**config.mk**
```make
export PLATFORM = sky130hd
export DESIGN_NAME = id3v2_picture_frame_extractor
export DESIGN_NICKNAME = d
export VERILOG_FILES = /design/src/hdl/id3x_pkg.sv /design/src/hdl/id3x_parser.sv /design/src/hdl/id3x_emitter.sv /design/src/hdl/id3v2_picture_frame_extractor.sv
export SDC_FILE = /design/constraint.sdc
export NUM_CORES = 1
export LEC_CHECK = 0
export BUFFER_PORTS_ARGS = -buffer_cell sky130_fd_sc_hd__buf_2
export CAP_MARGIN = 40
export CORE_ASPECT_RATIO = 1.5
export CORE_MARGIN = 5
export CORE_UTILIZATION = 35
export DETAILED_ROUTE_END_ITERATION = 10
export SLEW_MARGIN = 20
export SYNTH_ARGS = -nofsm -noshare
export SYNTH_HDL_FRONTEND = slang
export SYNTH_SLANG_ARGS = --single-unit
```
**constraint.sdc**
```tcl
create_clock -name clock -period 6.1 [get_ports clock]
set_input_delay 1.22 -clock clock [delete_from_list [all_inputs] [get_ports clock]]
set_output_delay 1.22 -clock clock [all_outputs]
set_load 0.05 [all_outputs]
```
**src/hdl/id3x_pkg.sv**
```systemverilog
// Shared types, codes and constants of the ID3v2 picture frame extractor.
`default_nettype none
package id3x_pkg;

   localparam int unsigned TAG_SIZE_W = 28;
   localparam logic [TAG_SIZE_W-1:0] DEFAULT_MAX_TAG = 28'd67108864;
   localparam logic [31:0] HDR_LEN = 32'd10;
   localparam logic [31:0] APIC_ID = 32'h41504943;
   localparam int unsigned QUEUE_DEPTH = 4;

   localparam logic [3:0] PH_HDR     = 4'd0;
   localparam logic [3:0] PH_EXT     = 4'd1;
   localparam logic [3:0] PH_EXTSKIP = 4'd2;
   localparam logic [3:0] PH_FHDR    = 4'd3;
   localparam logic [3:0] PH_FSKIP   = 4'd4;
   localparam logic [3:0] PH_ENC     = 4'd5;
   localparam logic [3:0] PH_MIME    = 4'd6;
   localparam logic [3:0] PH_PTYPE   = 4'd7;
   localparam logic [3:0] PH_DESC    = 4'd8;
   localparam logic [3:0] PH_IMAGE   = 4'd9;
   localparam logic [3:0] PH_DRAIN   = 4'd10;
   localparam logic [3:0] PH_DONE    = 4'd11;

   localparam logic [2:0] ST_FOUND   = 3'd0;
   localparam logic [2:0] ST_NOTTAG  = 3'd1;
   localparam logic [2:0] ST_BADSIZE = 3'd2;
   localparam logic [2:0] ST_TRUNC   = 3'd3;
   localparam logic [2:0] ST_NOPIC   = 3'd4;

   localparam logic [0:0] REG_MAX_TAG_SIZE = 1'd0;

   typedef struct packed {
      logic [7:0] byte_in;
      logic       end_of_stream;
   } req_type;

   typedef struct packed {
      logic       is_report;
      logic [7:0] image_byte;
      logic [2:0] status;
      logic       run_last;
   } rsp_type;

   // what the parser decided for one byte
   typedef struct packed {
      logic       img;
      logic       eos;
      logic [7:0] data;
      logic [2:0] status;
   } work_type;

endpackage
`default_nettype wire

```
**src/hdl/id3x_parser.sv**
```systemverilog
// Front end: per-byte tag parser that classifies each byte.
`default_nettype none
module id3x_parser (
   input  wire logic                   clock,
   input  wire logic                   reset,
   input  wire logic                   take,
   input  wire id3x_pkg::req_type      req,
   input  wire logic [id3x_pkg::TAG_SIZE_W-1:0] max_tag_size,
   output id3x_pkg::work_type          work
);

   logic [3:0]  phase_ff, phase_in;
   logic [3:0]  fc_ff, fc_in;
   logic [2:0]  ver_ff, ver_in;
   logic        extp_ff, extp_in;
   logic [27:0] tsz_ff, tsz_in;
   logic [31:0] esz_ff, esz_in;
   logic [31:0] skip_ff, skip_in;
   logic [27:0] bpos_ff, bpos_in;
   logic [27:0] blen_ff, blen_in;
   logic [31:0] fid_ff, fid_in;
   logic [31:0] fsz_ff, fsz_in;
   logic [31:0] foff_ff, foff_in;
   logic [7:0]  enc_ff, enc_in;
   logic [1:0]  pair_ff, pair_in;
   logic [2:0]  out_ff, out_in;

   logic [7:0]  b;
   logic [31:0] esz_sh, fsz_sh, foff_nx;
   logic [28:0] remain_nx;
   logic        fend, img;
   logic [3:0]  after_start;

   // frame scan starts only if a whole header fits in the body
   function automatic logic [3:0] PH_FHDR_or_drain(input logic [27:0] len);
      return (len < 28'd10) ? id3x_pkg::PH_DRAIN : id3x_pkg::PH_FHDR;
   endfunction

   assign b = req.byte_in;
   assign esz_sh = (ver_ff == 3'd4) ? {esz_ff[24:0], b[6:0]} : {esz_ff[23:0], b};
   assign fsz_sh = (ver_ff == 3'd4) ? {fsz_ff[24:0], b[6:0]} : {fsz_ff[23:0], b};
   assign foff_nx = foff_ff + 32'd1;
   assign fend = foff_nx >= fsz_ff;

   always_comb begin
      phase_in = phase_ff; fc_in = fc_ff; ver_in = ver_ff; extp_in = extp_ff;
      tsz_in = tsz_ff; esz_in = esz_ff; skip_in = skip_ff; bpos_in = bpos_ff;
      blen_in = blen_ff; fid_in = fid_ff; fsz_in = fsz_ff; foff_in = foff_ff;
      enc_in = enc_ff; pair_in = pair_ff; out_in = out_ff;
      img = 1'b0;
      remain_nx = 29'd0;
      after_start = PH_FHDR_or_drain(blen_in);
      unique case (phase_ff)
         id3x_pkg::PH_HDR: begin
            if ((fc_ff == 4'd0 && b != 8'h49) || (fc_ff == 4'd1 && b != 8'h44) ||
                (fc_ff == 4'd2 && b != 8'h33) ||
                (fc_ff == 4'd3 && (b < 8'd2 || b > 8'd4))) begin
               out_in = id3x_pkg::ST_NOTTAG; phase_in = id3x_pkg::PH_DONE;
            end else begin
               if (fc_ff == 4'd3) ver_in = b[2:0];
               if (fc_ff == 4'd5) extp_in = b[6];
               if (fc_ff >= 4'd6) tsz_in = {tsz_ff[20:0], b[6:0]};
               if (fc_ff < 4'd9) fc_in = fc_ff + 4'd1;
               else if (tsz_in == 28'd0 || tsz_in > max_tag_size) begin
                  out_in = id3x_pkg::ST_BADSIZE; phase_in = id3x_pkg::PH_DONE;
               end else if (extp_ff) begin
                  phase_in = id3x_pkg::PH_EXT; fc_in = 4'd0; esz_in = 32'd0;
               end else begin
                  blen_in = tsz_in; bpos_in = 28'd0;
                  phase_in = PH_FHDR_or_drain(tsz_in);
                  fc_in = 4'd0; fid_in = 32'd0; fsz_in = 32'd0;
               end
            end
         end
         id3x_pkg::PH_EXT: begin
            esz_in = esz_sh;
            if (fc_ff < 4'd3) fc_in = fc_ff + 4'd1;
            else if (esz_sh > {4'd0, tsz_ff} || esz_sh[27:0] == tsz_ff) begin
               out_in = id3x_pkg::ST_BADSIZE; phase_in = id3x_pkg::PH_DONE;
            end else begin
               blen_in = tsz_ff - esz_sh[27:0];
               if (esz_sh > 32'd4) begin
                  skip_in = esz_sh - 32'd4; phase_in = id3x_pkg::PH_EXTSKIP;
               end else begin
                  bpos_in = 28'd0; phase_in = PH_FHDR_or_drain(blen_in);
                  fc_in = 4'd0; fid_in = 32'd0; fsz_in = 32'd0;
               end
            end
         end
         id3x_pkg::PH_EXTSKIP: begin
            skip_in = skip_ff - 32'd1;
            if (skip_in == 32'd0) begin
               bpos_in = 28'd0; phase_in = after_start;
               fc_in = 4'd0; fid_in = 32'd0; fsz_in = 32'd0;
            end
         end
         id3x_pkg::PH_DONE: begin
         end
         id3x_pkg::PH_FHDR, id3x_pkg::PH_FSKIP, id3x_pkg::PH_ENC, id3x_pkg::PH_MIME,
         id3x_pkg::PH_PTYPE, id3x_pkg::PH_DESC, id3x_pkg::PH_IMAGE,
         id3x_pkg::PH_DRAIN: begin
            bpos_in = bpos_ff + 28'd1;
            remain_nx = {1'b0, blen_ff} - {1'b0, bpos_in};
            if (phase_ff == id3x_pkg::PH_FHDR) begin
               if (fc_ff < 4'd4) fid_in = {fid_ff[23:0], b};
               else if (fc_ff < 4'd8) fsz_in = fsz_sh;
               if (fc_ff < 4'd9) fc_in = fc_ff + 4'd1;
               else if (fid_ff == 32'd0 || fsz_ff == 32'd0 ||
                        fsz_ff > {3'd0, remain_nx}) begin
                  phase_in = id3x_pkg::PH_DRAIN;
               end else begin
                  foff_in = 32'd0;
                  phase_in = (fid_ff == id3x_pkg::APIC_ID) ? id3x_pkg::PH_ENC
                                                          : id3x_pkg::PH_FSKIP;
               end
            end else if (phase_ff != id3x_pkg::PH_DRAIN) begin
               foff_in = foff_nx;
               if (phase_ff == id3x_pkg::PH_FSKIP) begin
                  if (fend) begin
                     if (remain_nx < 29'd10) phase_in = id3x_pkg::PH_DRAIN;
                     else begin
                        phase_in = id3x_pkg::PH_FHDR; fc_in = 4'd0;
                        fid_in = 32'd0; fsz_in = 32'd0;
                     end
                  end
               end else if (phase_ff == id3x_pkg::PH_DESC && !fend &&
                            (((enc_ff == 8'd0 || enc_ff == 8'd3) && b == 8'd0) ||
                             (enc_ff != 8'd0 && enc_ff != 8'd3 && pair_ff == 2'd1 &&
                              b == 8'd0))) begin
                  phase_in = id3x_pkg::PH_IMAGE; out_in = id3x_pkg::ST_FOUND;
               end else begin
                  if (phase_ff == id3x_pkg::PH_ENC) begin
                     enc_in = b; phase_in = id3x_pkg::PH_MIME;
                  end
                  if (phase_ff == id3x_pkg::PH_MIME && b == 8'd0)
                     phase_in = id3x_pkg::PH_PTYPE;
                  if (phase_ff == id3x_pkg::PH_PTYPE) begin
                     phase_in = id3x_pkg::PH_DESC; pair_in = 2'd0;
                  end
                  if (phase_ff == id3x_pkg::PH_DESC && enc_ff != 8'd0 &&
                      enc_ff != 8'd3)
                     pair_in = (pair_ff == 2'd0) ? ((b == 8'd0) ? 2'd1 : 2'd2) : 2'd0;
                  if (phase_ff == id3x_pkg::PH_IMAGE) img = 1'b1;
                  if (fend) phase_in = id3x_pkg::PH_DRAIN;
               end
            end
            if (bpos_in >= blen_ff) phase_in = id3x_pkg::PH_DONE;
         end
         default: phase_in = id3x_pkg::PH_DONE;
      endcase
   end

   assign work.img = img;
   assign work.eos = req.end_of_stream;
   assign work.data = b;
   assign work.status = (phase_in == id3x_pkg::PH_DONE) ? out_in : id3x_pkg::ST_TRUNC;

   always_ff @(posedge clock) begin
      if (reset || (take && req.end_of_stream)) begin
         phase_ff <= id3x_pkg::PH_HDR; fc_ff <= '0; ver_ff <= '0; extp_ff <= 1'b0;
         tsz_ff <= '0; esz_ff <= '0; skip_ff <= '0; bpos_ff <= '0; blen_ff <= '0;
         fid_ff <= '0; fsz_ff <= '0; foff_ff <= '0; enc_ff <= '0; pair_ff <= '0;
         out_ff <= id3x_pkg::ST_NOPIC;
      end else if (take) begin
         phase_ff <= phase_in; fc_ff <= fc_in; ver_ff <= ver_in; extp_ff <= extp_in;
         tsz_ff <= tsz_in; esz_ff <= esz_in; skip_ff <= skip_in; bpos_ff <= bpos_in;
         blen_ff <= blen_in; fid_ff <= fid_in; fsz_ff <= fsz_in; foff_ff <= foff_in;
         enc_ff <= enc_in; pair_ff <= pair_in; out_ff <= out_in;
      end
   end

`ifndef SYNTHESIS
   a_rearm: assert property (@(posedge clock) disable iff (reset)
      take && req.end_of_stream |=> phase_ff == id3x_pkg::PH_HDR && fc_ff == 4'd0)
      else $error("parser not rearmed after end of stream");
   a_pos: assert property (@(posedge clock) disable iff (reset)
      phase_ff >= id3x_pkg::PH_FHDR && phase_ff <= id3x_pkg::PH_DRAIN |->
      bpos_ff < blen_ff)
      else $error("body position past body length");
   a_img: assert property (@(posedge clock) disable iff (reset)
      work.img |-> phase_ff == id3x_pkg::PH_IMAGE)
      else $error("image byte outside image phase");
`endif

endmodule
`default_nettype wire

```
**src/hdl/id3x_emitter.sv**
```systemverilog
// Back end: queue of classified words and output stage that expands them.
`default_nettype none
module id3x_emitter #(
   parameter int unsigned DEPTH = id3x_pkg::QUEUE_DEPTH
) (
   input  wire logic               clock,
   input  wire logic               reset,
   input  wire logic               push,
   input  wire id3x_pkg::work_type work,
   output logic                    space,
   output logic                    rsp_valid,
   input  wire logic               rsp_ready,
   output id3x_pkg::rsp_type       rsp_payload
);

   localparam int unsigned AW = (DEPTH > 1) ? $clog2(DEPTH) : 1;

   id3x_pkg::work_type mem_ff [DEPTH];
   logic [AW-1:0] wp_ff, wp_in, rp_ff, rp_in;
   logic [AW:0]   cnt_ff, cnt_in;
   logic          half_ff, half_in; // image part of an image+report word already sent
   logic          pop, has, keep;
   id3x_pkg::work_type head;

   assign keep = push && (work.img || work.eos);
   assign space = cnt_ff < (AW+1)'(DEPTH);
   assign has = cnt_ff != '0;
   assign head = mem_ff[rp_ff];

   always_comb begin
      rsp_valid = has;
      rsp_payload = '0;
      if (head.img && !half_ff) begin
         rsp_payload.image_byte = head.data;
         rsp_payload.run_last = !head.eos;
      end else begin
         rsp_payload.is_report = 1'b1;
         rsp_payload.status = head.status;
         rsp_payload.run_last = 1'b1;
      end
   end

   always_comb begin
      pop = 1'b0; half_in = half_ff;
      if (has && rsp_ready) begin
         if (head.img && head.eos && !half_ff) half_in = 1'b1;
         else begin
            pop = 1'b1; half_in = 1'b0;
         end
      end
      wp_in = keep ? ((wp_ff == AW'(DEPTH-1)) ? '0 : wp_ff + AW'(1)) : wp_ff;
      rp_in = pop ? ((rp_ff == AW'(DEPTH-1)) ? '0 : rp_ff + AW'(1)) : rp_ff;
      cnt_in = cnt_ff + (AW+1)'(keep) - (AW+1)'(pop);
   end

   always_ff @(posedge clock) begin
      if (reset) begin
         wp_ff <= '0; rp_ff <= '0; cnt_ff <= '0; half_ff <= 1'b0;
      end else begin
         wp_ff <= wp_in; rp_ff <= rp_in; cnt_ff <= cnt_in; half_ff <= half_in;
      end
   end

   always_ff @(posedge clock) begin
      if (keep) mem_ff[wp_ff] <= work;
   end

`ifndef SYNTHESIS
   a_ovf: assert property (@(posedge clock) disable iff (reset)
      keep |-> space)
      else $error("queue overflow");
   a_half: assert property (@(posedge clock) disable iff (reset)
      half_ff |-> has && head.img && head.eos)
      else $error("split word state lost");
`endif

endmodule
`default_nettype wire

```
**src/hdl/id3v2_picture_frame_extractor.sv**
```systemverilog
// Top level of the ID3v2 attached-picture extractor.
//
//  channel  direction  handshake            word
//  req_     in         req_valid/req_ready  byte_in, end_of_stream
//  rsp_     out        rsp_valid/rsp_ready  is_report, image_byte, status, run_last
//  csr_     in         APB write/read       max_tag_size at byte address 0
//
// One byte is taken per cycle while the queue has room; the parser decides in the cycle it accepts.
// Only image bytes and end-of-stream words go through a small queue; an image byte
// that ends the stream is sent as an image word, then a report.
// req_ready drops only when the queue is full; the queue absorbs output stalls.
// Reset is synchronous: parser rearms and max_tag_size returns to 64 MiB.
`default_nettype none
module id3v2_picture_frame_extractor #(
   parameter int unsigned QUEUE_DEPTH = id3x_pkg::QUEUE_DEPTH
) (
   input  wire logic              clock,
   input  wire logic              reset,
   input  wire logic              req_valid,
   output logic                   req_ready,
   input  wire id3x_pkg::req_type req_payload,
   output logic                   rsp_valid,
   input  wire logic              rsp_ready,
   output id3x_pkg::rsp_type      rsp_payload,
   input  wire logic              psel,
   input  wire logic              penable,
   input  wire logic              pwrite,
   input  wire logic [1:0]        paddr,
   input  wire logic [31:0]       pwdata,
   output logic [31:0]            prdata,
   output logic                   pready
);

   logic [id3x_pkg::TAG_SIZE_W-1:0] max_ff;
   logic take;
   id3x_pkg::work_type work;

   // accept a byte whenever the queue has room
   assign take = req_valid && req_ready;
   assign pready = 1'b1;
   assign prdata = {4'd0, max_ff};

   // hold the cap; only register index 0 exists, written at byte address 0
   always_ff @(posedge clock) begin
      if (reset) max_ff <= id3x_pkg::DEFAULT_MAX_TAG;
      else if (psel && penable && pwrite &&
               paddr == 2'({id3x_pkg::REG_MAX_TAG_SIZE, 2'b00}))
         max_ff <= pwdata[id3x_pkg::TAG_SIZE_W-1:0];
   end

   id3x_parser u_parser (
      .clock(clock), .reset(reset), .take(take), .req(req_payload),
      .max_tag_size(max_ff), .work(work)
   );

   id3x_emitter #(.DEPTH(QUEUE_DEPTH)) u_emitter (
      .clock(clock), .reset(reset), .push(take), .work(work), .space(req_ready),
      .rsp_valid(rsp_valid), .rsp_ready(rsp_ready), .rsp_payload(rsp_payload)
   );

`ifndef SYNTHESIS
   a_cfg: assert property (@(posedge clock) disable iff (reset)
      psel && penable && pwrite && paddr == 2'({id3x_pkg::REG_MAX_TAG_SIZE, 2'b00})
      |=> max_ff == $past(pwdata[27:0]))
      else $error("cap register not written");
   a_rpt: assert property (@(posedge clock) disable iff (reset)
      rsp_valid && rsp_payload.is_report |-> rsp_payload.run_last)
      else $error("report not last");
   a_st: assert property (@(posedge clock) disable iff (reset)
      rsp_valid && rsp_payload.is_report |-> rsp_payload.status <= id3x_pkg::ST_NOPIC)
      else $error("bad status code");
`endif

endmodule
`default_nettype wire

```
Word-level counts from Yosys, hierarchy flattened --
Memories as Yosys holds them, arrays and structs flattened. A register that Yosys moved wholly into a read port is not among the register bits. Cells that the tools add are included.
Storage, ports and cells: register bits 298, bits in writable memories 52, input port bits 50, output and inout bits 48, memories kept 1
Operators by class: add/subtract/negate cells 11, $lt $le $gt $ge 18, equality and inequality tests 51, multiplexer cells 127, bitwise logic cells 4, reductions and logical operators 69
Memory list:
- u_emitter.mem_ff | words 4, width 13, read ports 1, clocked after memory_dff 1, wr ports 1, line id3x_emitter.sv:18 | id3x_pkg::work_type mem_ff [DEPTH];
Operators by type and width (number):
- $mux W32 | 26
- $mux W28 | 17
- $pmux W32 S4 | 2
- $mux W4 | 37
- $pmux W28 S4 | 1
- $mux W25 | 4
- $logic_not A32 Y1 | 3
- $lt A28 B4 Y1 const B | 3
- $pmux W32 S2 | 1
- $pmux W28 S2 | 1
- $pmux W25 S2 | 1
- $mux W3 | 11
- $add A32 B1 Y32 const B | 1
- $eq A32 B31 Y1 const B | 1
- $ge A32 B32 Y1 | 1
- $gt A32 B28 Y1 | 1
- $gt A32 B29 Y1 | 1
- $gt A32 B3 Y1 const B | 1
- $sub A32 B1 Y32 const B | 1
- $sub A32 B3 Y32 const B | 1
- $lt A29 B4 Y1 const B | 1
- $sub A28 B28 Y29 | 1
- $add A28 B1 Y28 const B | 1
- $eq A28 B28 Y1 | 1
- 60 further kinds | 161

Depth between registers and ports, before layout --
depth in word-level cells 16, depth in mapped cells 31

Modules after synthesis --
Synthesis repeated with hierarchy kept, for this count alone.
Unflattened totals: cells, all modules 3240, area, all modules 25745.9 um2
By module, submodules not included:
- id3x_parser | times used 1, cells an instance 2965, area each 21877.2 um2, seq. area each 5245.0 um2
- id3x_emitter | times used 1, cells an instance 144, area each 2532.4 um2, seq. area each 1761.7 um2
- id3v2_picture_frame_extractor | times used 1, cells an instance 131, area each 1336.3 um2, seq. area each 560.5 um2

Least setup slack after synthesis --
Ideal clock, no wire load.
path type register to register, start point reg u_parser.bpos_ff[0], end point reg u_parser.foff_ff[10], setup time 60 ps, arrival time 6075 ps, setup slack -35 ps, cell stages (with the launch flop) 32, path buffers 5, period minus slack after synthesis 6135 ps, cells stage by stage dfxtp_1 -> ha_1 -> and3_1 -> and3_1 -> clkbuf_1 -> and2_1 -> clkbuf_1 -> and4_1 -> nand2_1 -> xor2_1 -> ha_1 -> clkbuf_1 -> a21o_1 -> a21o_1 -> a221oi_1 -> nor2_1 -> nor3_1 -> xor2_1 -> ha_1 -> nand4_1 -> nor2_1 -> nand2_1 -> nor4b_1 -> nor4b_1 -> o311ai_0 -> a221o_1 -> a21oi_1 -> o221a_2 -> buf_2 -> nor2_1 -> buf_2 -> a22o_1
On the way: word-level cells in the longest chain between the ends 6
RTL lines:
- from (decl) | line id3x_parser.sv:19 | logic [27:0] bpos_ff, bpos_in;
- from (signal assigned) | line id3x_parser.sv:166 | tsz_ff <= tsz_in; esz_ff <= esz_in; skip_ff <= skip_in; bpos_ff <= bpos_in;
- $add A28 B1 Y28 | line id3x_parser.sv:102 | bpos_in = bpos_ff + 28'd1;
- $sub A28 B28 Y29 | line id3x_parser.sv:103 | remain_nx = {1'b0, blen_ff} - {1'b0, bpos_in};
- $gt A32 B29 Y1 | line id3x_parser.sv:109 | fsz_ff > {3'd0, remain_nx}) begin
- $logic_or A1 B1 Y1 | line id3x_parser.sv:108 | else if (fid_ff == 32'd0 || fsz_ff == 32'd0 ||
- $ne A2 B2 Y1 (no line)
- $reduce_and A5 Y1 (no line)
- to (signal assigned) | line id3x_parser.sv:167 | blen_ff <= blen_in; fid_ff <= fid_in; fsz_ff <= fsz_in; foff_ff <= foff_in;
- to (decl) | line id3x_parser.sv:23 | logic [31:0] foff_ff, foff_in;
Every way passes these cells. A chain may end at the register's enable or synchronous reset.

Worst setup path after layout --
start point reg u_parser.bpos_ff[0], end point reg u_parser.fsz_ff[29]
On the way: word-level cells in the longest chain between the ends 5
RTL lines:
- $add A28 B1 Y28 | line id3x_parser.sv:102
- $sub A28 B28 Y29 | line id3x_parser.sv:103
- $lt A29 B4 Y1 | line id3x_parser.sv:120 | if (remain_nx < 29'd10) phase_in = id3x_pkg::PH_DRAIN;
- $ne A3 B2 Y1 (no line)
- $reduce_and A16 Y1 (no line)
- to (signal assigned) | line id3x_parser.sv:167
- to (decl) | line id3x_parser.sv:22 | logic [31:0] fsz_ff, fsz_in;
Every way passes these cells.

==> metrics.log <==
[metrics] run status: finished, final reports clean
[metrics] Max Cap Viol: 0
[metrics] Mapped Cells: 3,244
[metrics] detailed-routed wire length on met2: 41,270 um
[metrics] Max-slew headroom: 40.49%
[metrics] antenna violations before repair: 0
[metrics] sequential share of the synthesized area: 30.09%
[metrics] Num CTS Buffers: 39
[metrics] Logic pwr share: 41.9%
[metrics] TritonCTS clock tree: done
[metrics] overall die area: 0.07744 mm2
[metrics] internal power: 5.291 mW
[metrics] Crit path required time: 6540 ps
[metrics] final layout net count: 3,570
[metrics] CP Buf/Inv Count: 4
[metrics] Initial Utilization: 35.27%
[metrics] HPWL after DPL: 61,930 um
[metrics] die span in x: 228.9 um
[metrics] routed vias/inst: 5.584
[metrics] switching power total: 3.399 mW
[metrics] time the worst path needs with I/O delays and setup: 5751 ps
[metrics] Final period util: 94.28%
[metrics] ANT nets after route: 0
[metrics] netlist area before placement: 0.02515 mm2
[metrics] worst-skew pair later-pin latency: 580 ps
[metrics] part of the total power dissipated in the clock network: 28.2%
[metrics] sequential fraction of design power: 29.9%
[metrics] overall track demand over capacity in global routing: 20.12%
[metrics] global-route wire length before repair: 127,900 um
[metrics] I/O pin total: 98
[metrics] Final setup viols: 0
[metrics] Syn. warnings: 0
[metrics] Top cell by count, worst path: sky130_fd_sc_hd__buf_4
[metrics] DRT Pass-1 Iters: 5
[metrics] most common cell after layout, fill and taps aside: sky130_fd_sc_hd__nand2_1
[metrics] Switching Fraction: 39.11%
[metrics] fraction of registers with async set or reset after synthesis: 0%
[metrics] CP max FO: 32
[metrics] cells along the critical path: ha_4 > and3_4 > and3_4 > and2_4 > and4_4 > buf_4 > nor2b_2 > and3_1 > buf_4 > and3_1 > nand3_1 > xor2_1 > ha_1 > buf_4 > o21ai_0 > a21oi_1 > o21ai_0 > nor4bb_1 > nand4b_1 > or4_1 > a31oi_2 > nor3_4 > buf_12 > mux2i_1
[metrics] floorplan die height: 338.3 um
[metrics] number of placement rows: 120
[metrics] largest net degree at the start of global routing: 148
[metrics] final estimated routing congestion in global placement: 0.9463
[metrics] final-report hold violation count: 0
[metrics] worst hold slack: 454.8 ps
[metrics] largest buffer count on any clock path: 3
[metrics] detailed-route wire length per cell: 19.02 um
[metrics] kind of cell with the highest combined delay on the critical path: simple AND/OR/NAND/NOR gates
[metrics] path type of the worst min-delay path: reg -> reg
[metrics] total clock sinks: 352
[metrics] startpoint kind of the worst setup timing path: register
[metrics] via count of the first global-routing pass: 23.17k
[metrics] detailed-route wire length on metal 1: 31,970 um
[metrics] CP arrival: 6200 ps
[metrics] CTS Hold Buffers Added: 0
[metrics] total leakage power: 11.47 nW
[metrics] number of port buffers: 88
[metrics] highest cell delay on the worst timing path: 730 ps
[metrics] area of the core region: 0.07132 mm2
[metrics] type of the setup path with the least slack: reg -> reg
[metrics] H-tree depth: 2
[metrics] layout cell share with drive strength beyond 1: 11.27%
[metrics] Yosys reg bits: 352
[metrics] highest-delay cell along the critical path: sky130_fd_sc_hd__or4_1
[metrics] met3 wirelength from detailed routing: 2912 um
[metrics] Post-Route Utilization: 40.19%
[metrics] maximum vdd drop: 0.2252 mV
[metrics] EDFF count, synth: 52
[metrics] Avg Inst Size Synth: 7.754 um2
[metrics] residual DRC count: 0
[metrics] actual transition at the worst max-transition pin: 870.1 ps
[metrics] upper clock frequency limit: 0.1739 GHz
[metrics] predominant post-synthesis flop cell: sky130_fd_sc_hd__dfxtp_1
[metrics] total count of max-transition violations in the final report: 0
[metrics] power per cell area: 303.2 mW/mm2
[metrics] Clock transition at path regs: 60 ps
[metrics] area grow syn2layout: 13.96%
[metrics] highest metal layer with signal wires: met4
[metrics] Post-Route WL: 81,250 um
[metrics] number of vias in the routed layout: 23.85k
[metrics] setup skew after layout: 25.00 ps
[metrics] GR Overflow Total: 0
[metrics] RSZ-0062 raised after global routing: no
[metrics] root buffer selected by CTS: sky130_fd_sc_hd__clkbuf_16
[metrics] most used cells in the layout excluding fill and tap cells: sky130_fd_sc_hd__nand2_1, sky130_fd_sc_hd__nor2_1, sky130_fd_sc_hd__dfxtp_1
[metrics] nature of the critical path endpoint: register
[metrics] Netlist cell types: 90
[metrics] DRC marker count from the first detailed-route iteration: 1,444
-- cells by family after synthesis --
kind of cell    Yosys count  share of synthesized area, %
compound gates          828                         20.58
xor+xnor                124                         4.318
fa+ha+maj               194                         9.720
buf+inv                 371                         5.934
flops                   352                         30.09
mux                     113                         5.153
other cells               2                       0.02986
simple gates           1260                         24.18
-- metal layers --
| metal | global-route usage, % | up-vias |
|---|---|---|
| met2 | 37.09 | 577 |
| met1 | 22.53 | 11230 |
| met3 | 2.205 | 221 |
| met5 | 0 | - |
| li1 | - | 11820 |
| met4 | 11.02 | 0 |
-- worst paths after layout --
kind	startpoint	end	slack, ps	depth (start not counted)
min reg2reg	u_emitter.half_ff	u_emitter.half_ff	450	2
max	u_parser.bpos_ff[0]	u_parser.fsz_ff[29]	350	24
min	u_emitter.half_ff	u_emitter.half_ff	450	2
max reg2reg	u_parser.bpos_ff[0]	u_parser.fsz_ff[29]	350	24
-- cells in the mapped netlist (all sizes together) (9+ instances only) --
master   number  share of area (%)
dfxtp       300                 24
o31ai        16               0.50
a221oi       11               0.38
nand3b       16               0.48
a21boi       13               0.39
clkbuf      156                2.3
nor3        112                2.3
o22ai        11               0.27
nor2        311                4.7
nand3       127                2.5
nand4        56                1.4
xnor2        74                2.6
o211ai       23               0.69
or4          17               0.55
mux4         13                1.2
o211a        15               0.60
o21ai       189                3.8
and2         30               0.75
xor2         50                1.7
or2           9               0.22
o21a         17               0.51
and3         40               0.99
a21oi       297                5.9
inv         177                2.6
a21o         42                1.3
edfxtp       52                6.2
and4         14               0.49
buf          38               0.97
nor4         50                1.5
a211o         9               0.31
nor2b        21               0.52
a311oi       11               0.38
a22o         13               0.45
a31oi        23               0.60
a211oi       54                1.6
a2111oi      11               0.38
mux2i        98                3.9
nand2       390                5.8
ha          189                9.4
nand2b       16               0.40
or3          20               0.50
-- sequential cells by signal (all words and copies together), names as in the netlist, 8 cells and up, named ones only --
| name | cells |
|---|---|
| u_parser.fsz_ff | 32 |
| u_parser.tsz_ff | 28 |
| max_ff | 28 |
| u_parser.foff_ff | 32 |
| u_parser.bpos_ff | 28 |
| u_parser.skip_ff | 32 |
| u_parser.esz_ff | 25 |
| u_parser.blen_ff | 28 |
| u_parser.fid_ff | 32 |
| u_emitter.mem_ff | 52 |
| u_parser.enc_ff | 8 |
-- repair_timing --
item / in CTS / in global routing
setup buffers: 0 / 5
gates resized for setup: 3 / 35
gates cloned: 0 / 0
pin swaps: 1 / 16
setup endpoints to repair: 12 / 104
-- worst reg2reg max path: stages, from the launching register on --
cell,delay [ps]
sky130_fd_sc_hd__dfxtp_2,360
sky130_fd_sc_hd__ha_4,140
sky130_fd_sc_hd__and3_4,180
sky130_fd_sc_hd__and3_4,180
sky130_fd_sc_hd__and2_4,150
sky130_fd_sc_hd__and4_4,230
sky130_fd_sc_hd__buf_4,120
sky130_fd_sc_hd__nor2b_2,180
sky130_fd_sc_hd__and3_1,210
sky130_fd_sc_hd__buf_4,130
sky130_fd_sc_hd__and3_1,230
sky130_fd_sc_hd__nand3_1,110
sky130_fd_sc_hd__xor2_1,160
sky130_fd_sc_hd__ha_1,350
sky130_fd_sc_hd__buf_4,210
sky130_fd_sc_hd__o21ai_0,110
sky130_fd_sc_hd__a21oi_1,140
sky130_fd_sc_hd__o21ai_0,220
sky130_fd_sc_hd__nor4bb_1,490
sky130_fd_sc_hd__nand4b_1,160
sky130_fd_sc_hd__or4_1,730
sky130_fd_sc_hd__a31oi_2,400
sky130_fd_sc_hd__nor3_4,70
sky130_fd_sc_hd__buf_12,180
sky130_fd_sc_hd__mux2i_1,200
-- through the flow --
step / setup TNS [ps] / power (mW) / cell area, um2 / std cells / worst slack (ps)
3_5_place_dp: -166.1 / 6.171 / 27150 / 4196 / -24.37
3_3_place_gp: 0 / 6.139 / 27100 / 4192 / 13.69
2_1_floorplan: 0 / 5.037 / 25170 / 3247 / 16.71
4_1_cts: 0 / 8.644 / 28460 / 4264 / 29.84
6_report: 0 / 8.691 / 28660 / 4271 / 349.2
5_1_grt: 0 / 9.182 / 28660 / 4270 / 1.838
-- layout make-up --
type / count / area [um2]
clock inverters: 16 / 185.2
repair buffers: 234 / 1659
fillers: 7345 / 42650
diodes: 1 / 2.502
multi-input cells: 2524 / 16320
inverters: 177 / 664.4
well taps: 915 / 1145
flip-flops and latches: 352 / 7570
clock buffers: 52 / 1116
-- power by group through the flow --
stage	clock (mW)	sequential, mW	combinational, mW
4_1_cts	2.51	2.60	3.54
6_report	2.45	2.60	3.64
3_5_place_dp	0	2.65	3.52
3_3_place_gp	0	2.66	3.48
5_1_grt	2.59	2.61	3.98
2_1_floorplan	0	2.58	2.45
Power figures use the tool's default switching activity.
